[src/rtl/pps_pkg.sv]
`timescale 1ns / 1ps
// ----------------------------------------------------------------------------
// Preemptive priority scheduler package
// Shared sizes and state codes for the scheduler block.
// ----------------------------------------------------------------------------
package pps_pkg;

	// Table depth and derived index and count widths.
	localparam int MAX_PROCS = 16;
	localparam int IDX_W     = (MAX_PROCS > 1) ? $clog2(MAX_PROCS) : 1;
	localparam int CNT_W     = $clog2(MAX_PROCS + 1);

	// Field widths.
	localparam int TIME_W  = 16;
	localparam int PRI_W   = 8;
	localparam int TICK_W  = 21;
	localparam int PIDX_W  = 6;
	localparam int STATE_W = 2;

	// Sequencer state codes.
	localparam logic [STATE_W-1:0] ST_IDLE = 2'd0;
	localparam logic [STATE_W-1:0] ST_SCAN = 2'd1;
	localparam logic [STATE_W-1:0] ST_STEP = 2'd2;
	localparam logic [STATE_W-1:0] ST_EMIT = 2'd3;

	typedef logic [TICK_W-1:0] tick_t;

endpackage

[src/rtl/preemptive_priority_scheduler.sv]
`timescale 1ns / 1ps
// ----------------------------------------------------------------------------
// Preemptive priority scheduler
// Loads a set of processes and schedules them in unit ticks, then reports
// completion, turnaround and waiting time for each process in load order.
// ----------------------------------------------------------------------------
// Usage:
// The input channel (in_valid / in_stall) takes one process per transaction.
// An item without last_process is written into the tables and in_stall stays low,
// so processes can be loaded back to back. An item with last_process starts
// the schedule, and in_stall stays high until the last result has been
// placed in the output register. Items beyond the table depth are dropped.
// Each simulated tick is one scan of the loaded entries by a single shared
// compare unit, one entry per cycle, followed by one update step in the STEP
// state, which then advances the tick. An idle gap is skipped in one such
// pass. Results then leave at one per cycle on out_valid / out_stall; while
// the receiver stalls, the output register holds its transaction and the
// sequencer waits. The configuration channel (cfg_valid / cfg_ready) is
// always ready and writes larger_value_wins. Reset clears the sequencer,
// the counters and the configuration; the tables need no clearing.
// ----------------------------------------------------------------------------
module preemptive_priority_scheduler
	import pps_pkg::*;
(
	input  logic                clk,
	input  logic                arst_n,
	// Configuration write channel.
	input  logic                cfg_valid,
	output logic                cfg_ready,
	input  logic                larger_value_wins,
	// Input channel.
	input  logic                in_valid,
	output logic                in_stall,
	input  logic [TIME_W-1:0]   arrival_time,
	input  logic [TIME_W-1:0]   burst_time,
	input  logic [PRI_W-1:0]    priority_value,
	input  logic                last_process,
	// Output channel.
	output logic                out_valid,
	input  logic                out_stall,
	output logic [PIDX_W-1:0]   process_index,
	output logic [TICK_W-1:0]   completion_time,
	output logic [TICK_W-1:0]   turnaround_time,
	output logic [TICK_W-1:0]   waiting_time,
	output logic                last_result
);

	// Process tables.
	logic [TIME_W-1:0] arrival_mem   [MAX_PROCS];
	logic [TIME_W-1:0] burst_mem     [MAX_PROCS];
	logic [PRI_W-1:0]  priority_mem  [MAX_PROCS];
	logic [TIME_W-1:0] remaining_mem [MAX_PROCS];
	tick_t             finish_mem    [MAX_PROCS];

	// Control state.
	logic [STATE_W-1:0] state_q;
	logic               larger_q;
	logic [CNT_W-1:0]   loaded_q;
	logic [CNT_W-1:0]   done_q;
	tick_t              tick_q;
	logic [IDX_W-1:0]   scan_q;

	// Scan results.
	logic               found_q;
	logic [IDX_W-1:0]   best_idx_q;
	logic [PRI_W-1:0]   best_pri_q;
	logic [TIME_W-1:0]  best_rem_q;
	logic [TIME_W-1:0]  min_arr_q;

	// Output register.
	logic               out_valid_q;
	logic [PIDX_W-1:0]  pidx_q;
	tick_t              ct_q;
	tick_t              tat_q;
	tick_t              wt_q;
	logic               last_q;

	logic               in_take;
	logic               has_room;
	logic [IDX_W-1:0]   load_idx;
	logic [CNT_W-1:0]   scan_next;
	logic               scan_last;
	logic               ent_pending;
	logic               ent_ready;
	logic               ent_better;
	logic               out_free;
	tick_t              ent_tat;
	tick_t              tick_inc;
	logic [CNT_W-1:0]   done_inc;

	assign cfg_ready = 1'b1;
	assign in_stall  = (state_q != ST_IDLE);
	assign in_take   = in_valid && !in_stall;
	assign has_room  = (loaded_q < CNT_W'(MAX_PROCS));
	assign load_idx  = loaded_q[IDX_W-1:0];
	assign out_free  = !out_valid_q || !out_stall;

	// Shared compare unit: one table entry per cycle against the running best.
	assign scan_next   = CNT_W'(scan_q) + CNT_W'(1);
	assign scan_last   = (scan_next == loaded_q);
	assign ent_pending = (remaining_mem[scan_q] != '0);
	assign ent_ready   = ent_pending && (TICK_W'(arrival_mem[scan_q]) <= tick_q);
	assign ent_better  = !found_q ||
		(larger_q ? (priority_mem[scan_q] >= best_pri_q)
		          : (priority_mem[scan_q] <  best_pri_q));

	assign tick_inc = tick_q + TICK_W'(1);
	assign done_inc = done_q + CNT_W'(1);

	// Turnaround of the entry being reported.
	assign ent_tat = finish_mem[scan_q] - TICK_W'(arrival_mem[scan_q]);

	// Table writes: loading and the per-tick update.
	always_ff @(posedge clk) begin
		if (in_take && has_room) begin
			arrival_mem[load_idx]   <= arrival_time;
			burst_mem[load_idx]     <= burst_time;
			priority_mem[load_idx]  <= priority_value;
			remaining_mem[load_idx] <= (burst_time == '0) ? TIME_W'(1) : burst_time;
		end
		if (state_q == ST_STEP && found_q) begin
			remaining_mem[best_idx_q] <= best_rem_q - TIME_W'(1);
			if (best_rem_q == TIME_W'(1)) begin
				finish_mem[best_idx_q] <= tick_inc;
			end
		end
	end

	// Configuration register.
	always_ff @(posedge clk or negedge arst_n) begin
		if (!arst_n) begin
			larger_q <= 1'b0;
		end else if (cfg_valid && cfg_ready) begin
			larger_q <= larger_value_wins;
		end
	end

	// Sequencer: load, scan, step, emit.
	always_ff @(posedge clk or negedge arst_n) begin
		if (!arst_n) begin
			state_q  <= ST_IDLE;
			loaded_q <= '0;
			done_q   <= '0;
			tick_q   <= '0;
			scan_q   <= '0;
			found_q  <= 1'b0;
		end else begin
			case (state_q)
				ST_IDLE: begin
					if (in_take) begin
						if (has_room) begin
							loaded_q <= loaded_q + CNT_W'(1);
						end
						if (last_process) begin
							state_q <= ST_SCAN;
							tick_q  <= '0;
							done_q  <= '0;
							scan_q  <= '0;
							found_q <= 1'b0;
						end
					end
				end
				ST_SCAN: begin
					if (ent_ready && ent_better) begin
						found_q <= 1'b1;
					end
					if (scan_last) begin
						state_q <= ST_STEP;
					end else begin
						scan_q <= scan_next[IDX_W-1:0];
					end
				end
				ST_STEP: begin
					scan_q  <= '0;
					found_q <= 1'b0;
					if (found_q) begin
						tick_q <= tick_inc;
						if (best_rem_q == TIME_W'(1)) begin
							done_q <= done_inc;
						end
						if (best_rem_q == TIME_W'(1) && done_inc == loaded_q) begin
							state_q <= ST_EMIT;
						end else begin
							state_q <= ST_SCAN;
						end
					end else begin
						// Nothing ready: jump to the earliest pending arrival.
						tick_q  <= TICK_W'(min_arr_q);
						state_q <= ST_SCAN;
					end
				end
				ST_EMIT: begin
					if (out_free) begin
						if (scan_last) begin
							state_q  <= ST_IDLE;
							loaded_q <= '0;
							done_q   <= '0;
							tick_q   <= '0;
						end else begin
							scan_q <= scan_next[IDX_W-1:0];
						end
					end
				end
				default: begin
					state_q <= ST_IDLE;
				end
			endcase
		end
	end

	// Running best and earliest pending arrival during a scan.
	always_ff @(posedge clk) begin
		if (state_q == ST_STEP || state_q == ST_IDLE) begin
			min_arr_q <= '1;
		end else if (state_q == ST_SCAN) begin
			if (ent_ready && ent_better) begin
				best_idx_q <= scan_q;
				best_pri_q <= priority_mem[scan_q];
				best_rem_q <= remaining_mem[scan_q];
			end
			if (ent_pending && arrival_mem[scan_q] < min_arr_q) begin
				min_arr_q <= arrival_mem[scan_q];
			end
		end
	end

	// Output valid flag.
	always_ff @(posedge clk or negedge arst_n) begin
		if (!arst_n) begin
			out_valid_q <= 1'b0;
		end else if (state_q == ST_EMIT && out_free) begin
			out_valid_q <= 1'b1;
		end else if (!out_stall) begin
			out_valid_q <= 1'b0;
		end
	end

	// Output payload: one result transaction per process in index order.
	always_ff @(posedge clk) begin
		if (state_q == ST_EMIT && out_free) begin
			pidx_q <= PIDX_W'(scan_q);
			ct_q   <= finish_mem[scan_q];
			tat_q  <= ent_tat;
			wt_q   <= ent_tat - TICK_W'(burst_mem[scan_q]);
			last_q <= scan_last;
		end
	end

	assign out_valid       = out_valid_q;
	assign process_index   = pidx_q;
	assign completion_time = ct_q;
	assign turnaround_time = tat_q;
	assign waiting_time    = wt_q;
	assign last_result     = last_q;

	// The load count never exceeds the table depth.
	a_loaded_bound: assert property (@(posedge clk) disable iff (!arst_n)
		loaded_q <= CNT_W'(MAX_PROCS))
		else $error("loaded count above table depth");

	// Finished processes never outnumber loaded ones.
	a_done_bound: assert property (@(posedge clk) disable iff (!arst_n)
		done_q <= loaded_q)
		else $error("done count above loaded count");

	// A new result only comes out of the emit phase.
	a_emit_source: assert property (@(posedge clk) disable iff (!arst_n)
		$rose(out_valid_q) |-> $past(state_q == ST_EMIT))
		else $error("result raised outside emit phase");

	// Running a process advances time by exactly one tick.
	a_tick_step: assert property (@(posedge clk) disable iff (!arst_n)
		(state_q == ST_STEP && found_q) |=> (tick_q == $past(tick_inc)))
		else $error("tick did not advance by one");

	// Scheduling never starts with an empty set.
	a_scan_nonempty: assert property (@(posedge clk) disable iff (!arst_n)
		(state_q == ST_SCAN) |-> (loaded_q != '0))
		else $error("scan with no loaded process");

endmodule

[config.mk]
export PLATFORM = sky130hd
export DESIGN_NAME = preemptive_priority_scheduler
export DESIGN_NICKNAME = d
export VERILOG_FILES = /design/src/rtl/pps_pkg.sv /design/src/rtl/preemptive_priority_scheduler.sv
export SDC_FILE = /design/constraint.sdc
export NUM_CORES = 1
export LEC_CHECK = 0
export BUFFER_PORTS_ARGS = -buffer_cell sky130_fd_sc_hd__buf_2
export CORE_MARGIN = 2
export CORE_UTILIZATION = 50
export DETAILED_ROUTE_END_ITERATION = 10
export GPL_TIMING_DRIVEN = 0
export PLACE_DENSITY = 0.69
export SYNTH_ARGS = -nofsm -noshare
export SYNTH_HDL_FRONTEND = slang
export SYNTH_SLANG_ARGS = --single-unit
[constraint.sdc]
create_clock -name clk -period 18.55 [get_ports clk]
set_input_delay 3.71 -clock clk [delete_from_list [all_inputs] [get_ports clk]]
set_output_delay 3.71 -clock clk [all_outputs]
set_load 0.02 [all_outputs]
Yosys cells after proc, flatten, opt, wreduce, memory -nomap -nowiden
Memories as Yosys holds them, arrays and structs flattened.
Cells that the tools add are included.

storage, ports and cells
  memory bits (writable) = 1232
  input bits = 47
  flip-flop bits (word level) = 152
  memories kept = 5
  output and inout port bits = 73
  word-level logic and storage cells = 129

operators by class
  equal/unequal tests = 16
  magnitude comparators = 5
  bitwise operators = 1
  reductions and logical operators = 31
  $add $sub $neg = 7
  multiplexer cells = 47

memory list
  name           depth  width  read ports  clocked after memory_dff  write ports  RTL line                             RTL
  finish_mem     16     21     1           0                         1            preemptive_priority_scheduler.sv:53  tick_t finish_mem [MAX_PROCS];
  arrival_mem    16     16     1           0                         1            preemptive_priority_scheduler.sv:49  logic [TIME_W-1:0] arrival_mem [MAX_PROCS];
  burst_mem      16     16     1           0                         1            preemptive_priority_scheduler.sv:50  logic [TIME_W-1:0] burst_mem [MAX_PROCS];
  remaining_mem  16     16     1           0                         1            preemptive_priority_scheduler.sv:52  logic [TIME_W-1:0] remaining_mem [MAX_PROCS];
  priority_mem   16     8      1           0                         1            preemptive_priority_scheduler.sv:51  logic [PRI_W-1:0] priority_mem [MAX_PROCS];

operator list
  cell                     count
  $mux W21                 5
  $pmux W21 S3             1
  $sub A21 B16 Y21         2
  $mux W5                  8
  $mux W16                 2
  $add A21 B1 Y21 const B  1
  $le A16 B21 Y1           1
  $mux W4                  5
  $eq A16 B1 Y1 const B    1
  $logic_not A16 Y1        1
  $lt A16 B16 Y1           1
  $ne A2 B2 Y1 const B     8
  $pmux W4 S4              1
  $reduce_bool A16 Y1      1
  $reduce_or A16 Y1        1
  $sub A16 B1 Y16 const B  1
  $pmux W5 S3              1
  $reduce_and A5 Y1        3
  $mux W1                  14
  $mux W2                  7
  $add A5 B1 Y5 const B    2
  $eq A5 B5 Y1             2
  $pmux W5 S2              1
  $ge A8 B8 Y1             1
  19 further kinds         36

Depth between registers and ports, before layout
Gate-level depths: netlist (run 1).

  depth after elaboration = 7
  depth in mapped cells = 29

Worst setup path before layout (run 1)
Ideal clock, no wire load.

  path kind = input-to-reg
  from = input port out_stall
  to = register loaded_q[1]
  stages = 4
  arrival time = 7708 ps
  setup time = 139 ps
  slack = 10703 ps
  path buffers = 0
  data required time = 18411 ps
  path through = a21oi_1 -> nand2_1 -> o21ai_0 -> o22ai_1

on the way
  word-level cells in the longest chain between the ends = 4

ends and longest elaborated chain
  item                                RTL line                              RTL
  from (decl)                         preemptive_priority_scheduler.sv:40   input logic out_stall,
  $logic_not A1 Y1                    -
  $logic_or A1 B1 Y1                  preemptive_priority_scheduler.sv:96   assign out_free = !out_valid_q || !out_stall;
  $ne A2 B2 Y1 (no source line)       -
  $reduce_and A5 Y1 (no source line)  -
  to (signal assigned)                preemptive_priority_scheduler.sv:152  loaded_q <= loaded_q + CNT_W'(1);
  to (decl)                           preemptive_priority_scheduler.sv:58   logic [CNT_W-1:0] loaded_q;

Every way passes these cells.
A chain may end at the register's enable or synchronous reset.

Final worst setup path (run 1)
  from = register scan_q[3]
  to = register wt_q[20] (netlist: waiting_time[20]), data pin

on the way
  word-level cells in the longest chain between the ends = 3
  elaborated cells between the ends (all ways) = 5
  those cells by class = add/sub (2); memory (3)

ends and longest elaborated chain
  item                                                RTL line                              RTL
  from (decl)                                         preemptive_priority_scheduler.sv:61   logic [IDX_W-1:0] scan_q;
  from (signal assigned)                              preemptive_priority_scheduler.sv:170  scan_q <= scan_next[IDX_W-1:0];
  from (signal assigned)                              preemptive_priority_scheduler.sv:200  scan_q <= scan_next[IDX_W-1:0];
  $mem_v2 Z16 W21 or $mem_v2 Z16 W16 (tied branches)  -
  $sub A21 B16 Y21 *                                  preemptive_priority_scheduler.sv:111  assign ent_tat = finish_mem[scan_q] - TICK_W'(arrival_mem[scan_q]);
  named net ent_tat[7]                                preemptive_priority_scheduler.sv:87   tick_t ent_tat;
  $sub A21 B16 Y21 *                                  preemptive_priority_scheduler.sv:244  wt_q <= ent_tat - TICK_W'(burst_mem[scan_q]);
  to (signal assigned)                                preemptive_priority_scheduler.sv:244
  to (decl)                                           preemptive_priority_scheduler.sv:75   tick_t wt_q;

Mark *: on every way through the listed nets, which the timed path passes. The rest lies on a longest branch.

==> results of run 1 <==
worst min-delay path by stage:
stage | end | startpoint | slack [ns]
floorplan | best_idx_q[2] | scan_q[2] | 0.44
global placement | tick_q[14] | tick_q[14] | 0.45
detailed placement | tick_q[14] | tick_q[14] | 0.47
CTS | tick_q[14] | tick_q[14] | 0.48
global route | tick_q[14] | tick_q[14] | 0.51
finish | tick_q[14] | tick_q[14] | 0.48
power by group through the flow:
stage	Combinational (uW)	Sequential, uW	Clock [uW]
3_3_place_gp	5070	4100	0
2_1_floorplan	3290	4140	0
6_report	5380	4030	2780
4_1_cts	5320	4030	2810
3_5_place_dp	5260	4090	0
5_1_grt	5730	4050	2930
state kept, by name, indices dropped and copies added, names as in the netlist, 16 cells and up:
| signal | count |
|---|---|
| min_arr_q | 16 |
| priority_mem | 128 |
| turnaround_time | 21 |
| waiting_time | 21 |
| best_rem_q | 16 |
| burst_mem | 256 |
| finish_mem | 336 |
| tick_q | 21 |
| remaining_mem | 256 |
| completion_time | 21 |
| arrival_mem | 256 |
worst register-to-register path: stages (launching register included):
cell and delay, ns:
dfrtp_1 0.45, clkbuf_1 0.62, buf_1 0.92, buf_1 0.90
clkbuf_1 0.78, clkbuf_1 0.93, mux4_2 0.57, ha_1 0.41
o211a_1 0.17, o31a_1 0.27, o21a_1 0.19, o21ai_0 0.08
nand2b_1 0.12, xor2_1 0.79, ha_1 0.42, a21oi_1 0.17
nand2_1 0.10, o21a_1 0.20, a41o_1 0.30, a211oi_1 0.45
o31ai_1 0.23, nor3_1 0.84, xor2_1 0.14
cell families after synthesis:
logic type	Yosys count	share of synthesized area [%]
compound gates	255	2.98
other cells	2	0.0134
fa+ha+maj	80	1.81
mux	399	15.6
flops	1384	73.5
buf+inv	216	1.80
simple gates	341	2.92
xor+xnor	81	1.38
through the flow:
step	hold WS, ns	utilization (%)	setup slack [ns]
floorplan	0.437	-	10.70
global placement	0.453	52.7	6.64
detailed placement	0.465	54.2	8.40
CTS	0.482	58.2	8.36
global route	0.505	58.3	8.06
finish	0.476	58.3	8.24
cell usage in the layout, fill, tap and decap left out, drive strengths merged, types with 33 or more instances in the layout:
| cell type | synthesis | layout |
|---|---|---|
| nor3 | 33 | 33 |
| nor2 | 96 | 96 |
| clkbuf | 52 | 219 |
| xnor2 | 47 | 47 |
| o21ai | 75 | 75 |
| edfxtp | 1328 | 1328 |
| mux4 | 377 | 377 |
| inv | 90 | 97 |
| dfrtp | 40 | 40 |
| ha | 78 | 78 |
| a21oi | 44 | 44 |
| clkinv | 1 | 52 |
| buf | 73 | 268 |
| nand2 | 88 | 88 |
layout make-up:
type                       count  area share (%)
sequential                  1384            63.7
multi-input combinational   1159            21.9
clock buffer                 167            5.64
timing repair buffer         195            3.01
tap                         1488            2.88
clock inverter                84            1.29
buffer                       125            1.03
inverter                      91           0.528
antenna                        3          0.0116
per-layer routing:
layer / GRT usage [%] / part of all wire, % / up-vias
met5: 0 / 0.058 / -
met4: 9.04 / 3.4 / 14
met3: 5.60 / 10 / 277
met2: 40.0 / 47 / 1791
met1: 35.7 / 39 / 15500
li1: - / - / 12000
==> impl_results.md, run 1 <==
* Status: completed
* Dpl cell area at 60100 um2
* CTS Buffer Depth at 3
* Slowest-stage cell, CP: buf_1
* Most instantiated cells after synthesis: edfxtp_1, mux4_2, nor2_1, inv_1, nand2_1
* Post-route insts no fill at 4696
* Chip Width at 339 um
* Post-CTS resize count at 0
* Post-synth ARST share at 2.89%
* Layout cells sized above 1 at 28.6%
* Area of the multi-input gates at 14200 um2
* Syn Inst Count at 2758
* Global Route Usage Sum at 25.5%
* Power Total at 12200 uW
* Placeable core area at 111000 um2
* # setup viols final at 0
* Clock root buffer: clkbuf_16
* Rel. slew slack at 8.60%
* Worst Path Class, Setup: register to register
* WL final at 146000 um
* Min-Delay Path Class: register to register
* Top FF cell, synth: edfxtp_1
* Layout area overhead at 15.4%
* Clock Pin Slew Worst Setup and Hold Paths at 0.06 ns
* Max Clk Rate at 97.0 MHz
* Final net count at 3222
* Reg2reg start: scan_q[3]
* IO buf count at 116
* Dpl cells at 4439
* Fillcell total at 7892
* First drt pass iteration count at 8
* Row cnt at 122
* Max-cap violations at 0
* Worst path max stage delay at 0.92 ns
* Max VDD drop at 0.176 mV
* CP endpoint: waiting_time[20]
* Final min period at 10.31 ns
* Max-slew violation count at 0
* CP Launch Point: scan_q[3]
* Io pins at 120
* DRC Markers at 0
* CTS tree: built
* Post-CTS Hold Buffers at 0
* Vias in the first global route at 29700
* CTS sink cnt at 1384
* Internal at 7540 uW
* Crit path depth at 22
* Startpoint Class: register
* Setup TNS at 0 ns
* Reg area at 41200 um2
* Num CTS Buffers at 139
* Setup slack, reg-to-reg at 8.24 ns
* Reg power frac at 33.0%
* Remaining antenna violation count at 0
* Vias at 29700
* Yosys top cell area share at 71.2%
* Synthesized area at 56000 um2
* Yosys cell types at 72
* DRT iter0 DRCs at 4303
* Combinational power share at 44.1%
* Data required, critical path at 19.00 ns
* Grt total ovfl at 0
* YS warnings at 0
* Crit share post-route at 55.6%
* Initial Util at 50.5%
* Worst-path fanout max at 10
* Hold path depth at 2
* Post-CTS setup buffers at 0
* Fin area at 64700 um2
* Via density at 6.32
* Reg2Reg Depth at 22
* DP Wirelength at 98900 um
* RD Place Congestion at 0.941
* CP Data Arrival Time at 10.76 ns
* Post-synth EDFFs at 1328
* Largest net degree at the start of global routing at 41
* Clk pwr share at 22.8%
* Switch share at 38.2%
* Die Span Y at 339 um
* Mapped Avg Cell Area at 20.3 um2
* Slew @ Worst Pin at 1.36 ns
* Top-count cell post-synth: edfxtp_1
* CP Capture Type: register
* Switching Power at 4650 uW
* Most frequent CP cell: clkbuf_1
* Bufs and invs on worst path at 5
* CTS H-tree depth at 4
* CP top delay family: buffers and inverters
* Leakage at 0.0211 uW
* Worst skew pair latency at 0.75 ns
* PwrDens at 188 nW/um2
* Antenna violations before repair at 17
* DR WL/cell at 31.1 um
* First-pass GRT wire length at 209000 um
* Sequential share of the synthesized area at 73.5%
* Final Skew at 0.0236 ns
* Final hold violation count at 0
* Critical R2R Capture: waiting_time[20]
* Area contributors post-synth: edfxtp_1, mux4_2, dfrtp_1, ha_1, xnor2_1
* Worst path cell trace: clkbuf_1 > buf_1 > buf_1 > clkbuf_1 > clkbuf_1 > mux4_2 > ha_1 > o211a_1 > o31a_1 > o21a_1 > o21ai_0 > nand2b_1 > xor2_1 > ha_1 > a21oi_1 > nand2_1 > o21a_1 > a41o_1 > a211oi_1 > o31ai_1 > nor3_1 > xor2_1
* Die ar. at 115000 um2
* RSZ-0062 raised after global routing: no
* FF+latch count, synth at 1384
* Area leader, netlist: edfxtp_1
Power figures use the tool's default switching activity.
==> run 2: changes to the inputs <==
PLACE_DENSITY = 0.71   (was 0.69)
clock period = 8.5 ns   (was 18.55 ns; I/O delays follow)
==> run 2 against run 1 <==
Wire length shrank 0.72%. First-iteration DRC count grew 4.0%. Fmax grew 25%. Worst hold slack gained 0.0050 ns. Via count shrank 0.12%. Register-to-register slack lost 8.0 ns. Largest cell class unchanged.
==> impl_results.md, run 2 (synthesis results as in run 1) <==
* Min-Delay Path Class: register to register
* Die ar. at 115000 um2 (unchanged)
* Slowest-stage cell, CP: nor4b_2
* Most common cell after layout, fill and taps aside: edfxtp_1
* Data required, critical path at 9.00 ns (-10.00 ns)
* CTS tree: built
* Chip Width at 339 um (unchanged)
* First drt pass iteration count at 6 (-2)
* Max reg flops at 336 (unchanged)
* RSZ-0062 raised after global routing: no
* First-pass GRT wire length at 209000 um (about the same)
* Hold Path Origin: tick_q[14]
* Startpoint Class: register
* Worst hold slack at 0.481 ns (+0.00499 ns)
* Placeable core area at 111000 um2 (unchanged)
* Row cnt at 122 (unchanged)
* CP Capture Type: register
* Largest net degree at the start of global routing at 41 (unchanged)
* Clk pwr share at 22.5% (-0.3 points)
* Bufs and invs on worst path at 7 (+2)
* Most frequent cells in the layout: edfxtp_1, mux4_2, buf_2, clkbuf_16, inv_1
* Reg with most FFs: finish_mem
* Reg power frac at 32.6% (-0.4 points)
* CTS sink cnt at 1384 (unchanged)
* Max-cap violations at 0 (unchanged)
* CP Launch Point: scan_q[1]
* PwrDens at 416 nW/um2 (+120%)
* Max-slew violation count at 0 (unchanged)
* DRT iter0 DRCs at 4474 (+4.0%)
* Internal at 16400 uW (+120%)
* IO buf count at 116 (unchanged)
* Global Route Usage Sum at 25.4% (-0.10 points)
* Initial Util at 50.5% (unchanged)
* Final min period at 8.26 ns (-2.05 ns)
* DP Wirelength at 98600 um (-0.26%)
* Worst Path Class, Setup: register to register
* RD Place Congestion at 0.937 (-0.44%)
* Post-CTS Hold Buffers at 0 (unchanged)
* Crit share post-route at 97.1% (+42 points)
* Status: completed
* CP Data Arrival Time at 8.75 ns (-2.01 ns)
* Final Skew at 0.0839 ns (+0.0603 ns)
* Fin util at 58.4% (+0.16 points)
* CP top delay family: buffers and inverters
* Rel. slew slack at 6.31% (-2.3 points)
* DRC Markers at 0 (unchanged)
* Via density at 6.31 (about the same)
* Layout area overhead at 15.7%
* Antenna violations before repair at 15 (-2)
* Final net count at 3218 (-0.12%)
* Clock Pin Slew Worst Setup and Hold Paths at 0.06 ns (about the same)
* Layout cells sized above 1 at 29.2% (+0.60 points)
* Num CTS Buffers at 137 (-1.4%)
* Grt total ovfl at 0 (unchanged)
* Worst skew pair latency at 0.79 ns (+0.04 ns)
* Vias at 29600 (-0.12%)
* Max VDD drop at 0.483 mV (+180%)
* Max Clk Rate at 121 MHz (+25%)
* Die Span Y at 339 um (unchanged)
* Switch share at 39.2% (+0.99 points)
* Setup slack, reg-to-reg at 0.24 ns (-8.00 ns)
* CTS H-tree depth at 4 (unchanged)
* Worst-path fanout max at 19 (+9)
* Reg2reg start: scan_q[1]
* WL final at 145000 um (-0.72%)
* Remaining antenna violation count at 0 (unchanged)
* # setup viols final at 0 (unchanged)
* Worst path cell trace: buf_2 > buf_4 > buf_4 > buf_6 > buf_4 > buf_2 > clkbuf_4 > mux4_2 > mux4_2 > ha_1 > nor2b_1 > o31a_1 > o21a_1 > o21ai_0 > nand2b_1 > xor2_2 > ha_1 > or4_1 > o311a_1 > o21a_1 > o31a_1 > o2111ai_1 > o41ai_1 > nor4b_2
* Worst path max stage delay at 0.65 ns (-0.27 ns)
* Final hold violation count at 0 (unchanged)
* Clock root buffer: clkbuf_16
* DR WL/cell at 30.9 um (-0.66%)
* Leakage at 0.0212 uW (+0.40%)
* CTS Buffer Depth at 3 (unchanged)
* Combinational power share at 44.9% (+0.8 points)
* Slew @ Worst Pin at 1.40 ns (+0.0341 ns)
* Io pins at 120 (unchanged)
* Switching Power at 10600 uW (+130%)
* Vias in the first global route at 29800 (+0.15%)
* Most frequent CP cell: buf_4
==> run 2: changes by cell type in the layout (fill, tap and decap cells not counted), sizes merged <==
| cell | change |
|---|---|
| inv | +2 |
| clkinv | +12 |
| bufinv | -3 |
| clkinvlp | -4 |
| buf | -7 |
| clkbuf | -2 |
| diode | -2 |
| clkdlybuf4s15 | +1 |
==> run 2: metal layers <==
metal	track usage, %	routed length [um]	vias to the layer above
met3	5.55	15200	286
met5	0	86	-
met2	40.8	69700	1788
met4	8.80	4690	14
met1	34.8	55300	15500
li1	-	-	12000
==> run 2: power groups by stage <==
stage	clock (uW)	combinational, uW	sequential, uW
2_1_floorplan	0	7180	9040
3_3_place_gp	0	11200	8940
3_5_place_dp	0	11600	8920
4_1_cts	6150	11900	8790
5_1_grt	6400	12900	8830
6_report	6080	12100	8790
==> run 2: through the flow <==
step / worst slack (ns) / total power (uW) / cell area, um2 / std cells / setup TNS, ns
2_1_floorplan: 1.77 / 16200 / 56000 / 2759 / 0
3_3_place_gp: -1.44 / 20200 / 58500 / 4363 / -192.74
3_5_place_dp: -1.50 / 20600 / 60000 / 4440 / -9.80
4_1_cts: 0.00281 / 26800 / 64700 / 4689 / 0
5_1_grt: 0.00408 / 28100 / 64800 / 4693 / 0
6_report: 0.245 / 27000 / 64800 / 4693 / 0
==> run 2: worst paths after layout <==
check                                   end  cells after the start
hold / removal                   tick_q[14]                      2
setup / recovery           waiting_time[19]                     24
min in group asynchronous         done_q[0]                      1
hold reg to reg                  tick_q[14]                      2
max in group asynchronous         done_q[1]                      1
setup reg to reg           waiting_time[19]                     24
==> run 2: what timing repair did <==
item / CTS / global route
setup buffers: 0 / 1
setup endpoints to repair: 12 / 8
cloned: 0 / 0
gates resized for setup: 38 / 47
pin swaps: 1 / 2
==> run 2: cell type report <==
| class | instances | area, um2 |
|---|---|---|
| diodes | 1 | 2.50 |
| plain buffers | 121 | 802 |
| clock buffers | 161 | 3550 |
| clock inverters | 91 | 1020 |
| fillers | 7860 | 46100 |
| inverters | 91 | 342 |
| multi-input cells | 1159 | 14200 |
| flip-flops and latches | 1384 | 41200 |
| well taps | 1488 | 1860 |
| repair buffers | 197 | 1880 |
==> run 2: worst register-to-register path, cell delays in order, from the launching register on <==
cell       delay (ns)
dfrtp_1          0.46
buf_2            0.28
buf_4            0.25
buf_4            0.30
buf_6            0.35
buf_4            0.33
buf_2            0.32
clkbuf_4         0.35
mux4_2           0.36
mux4_2           0.62
ha_1             0.33
nor2b_1          0.15
o31a_1           0.32
o21a_1           0.23
o21ai_0          0.15
nand2b_1         0.11
xor2_2           0.25
ha_1             0.27
or4_1            0.58
o311a_1          0.44
o21a_1           0.23
o31a_1           0.31
o2111ai_1        0.27
o41ai_1          0.14
nor4b_2          0.66
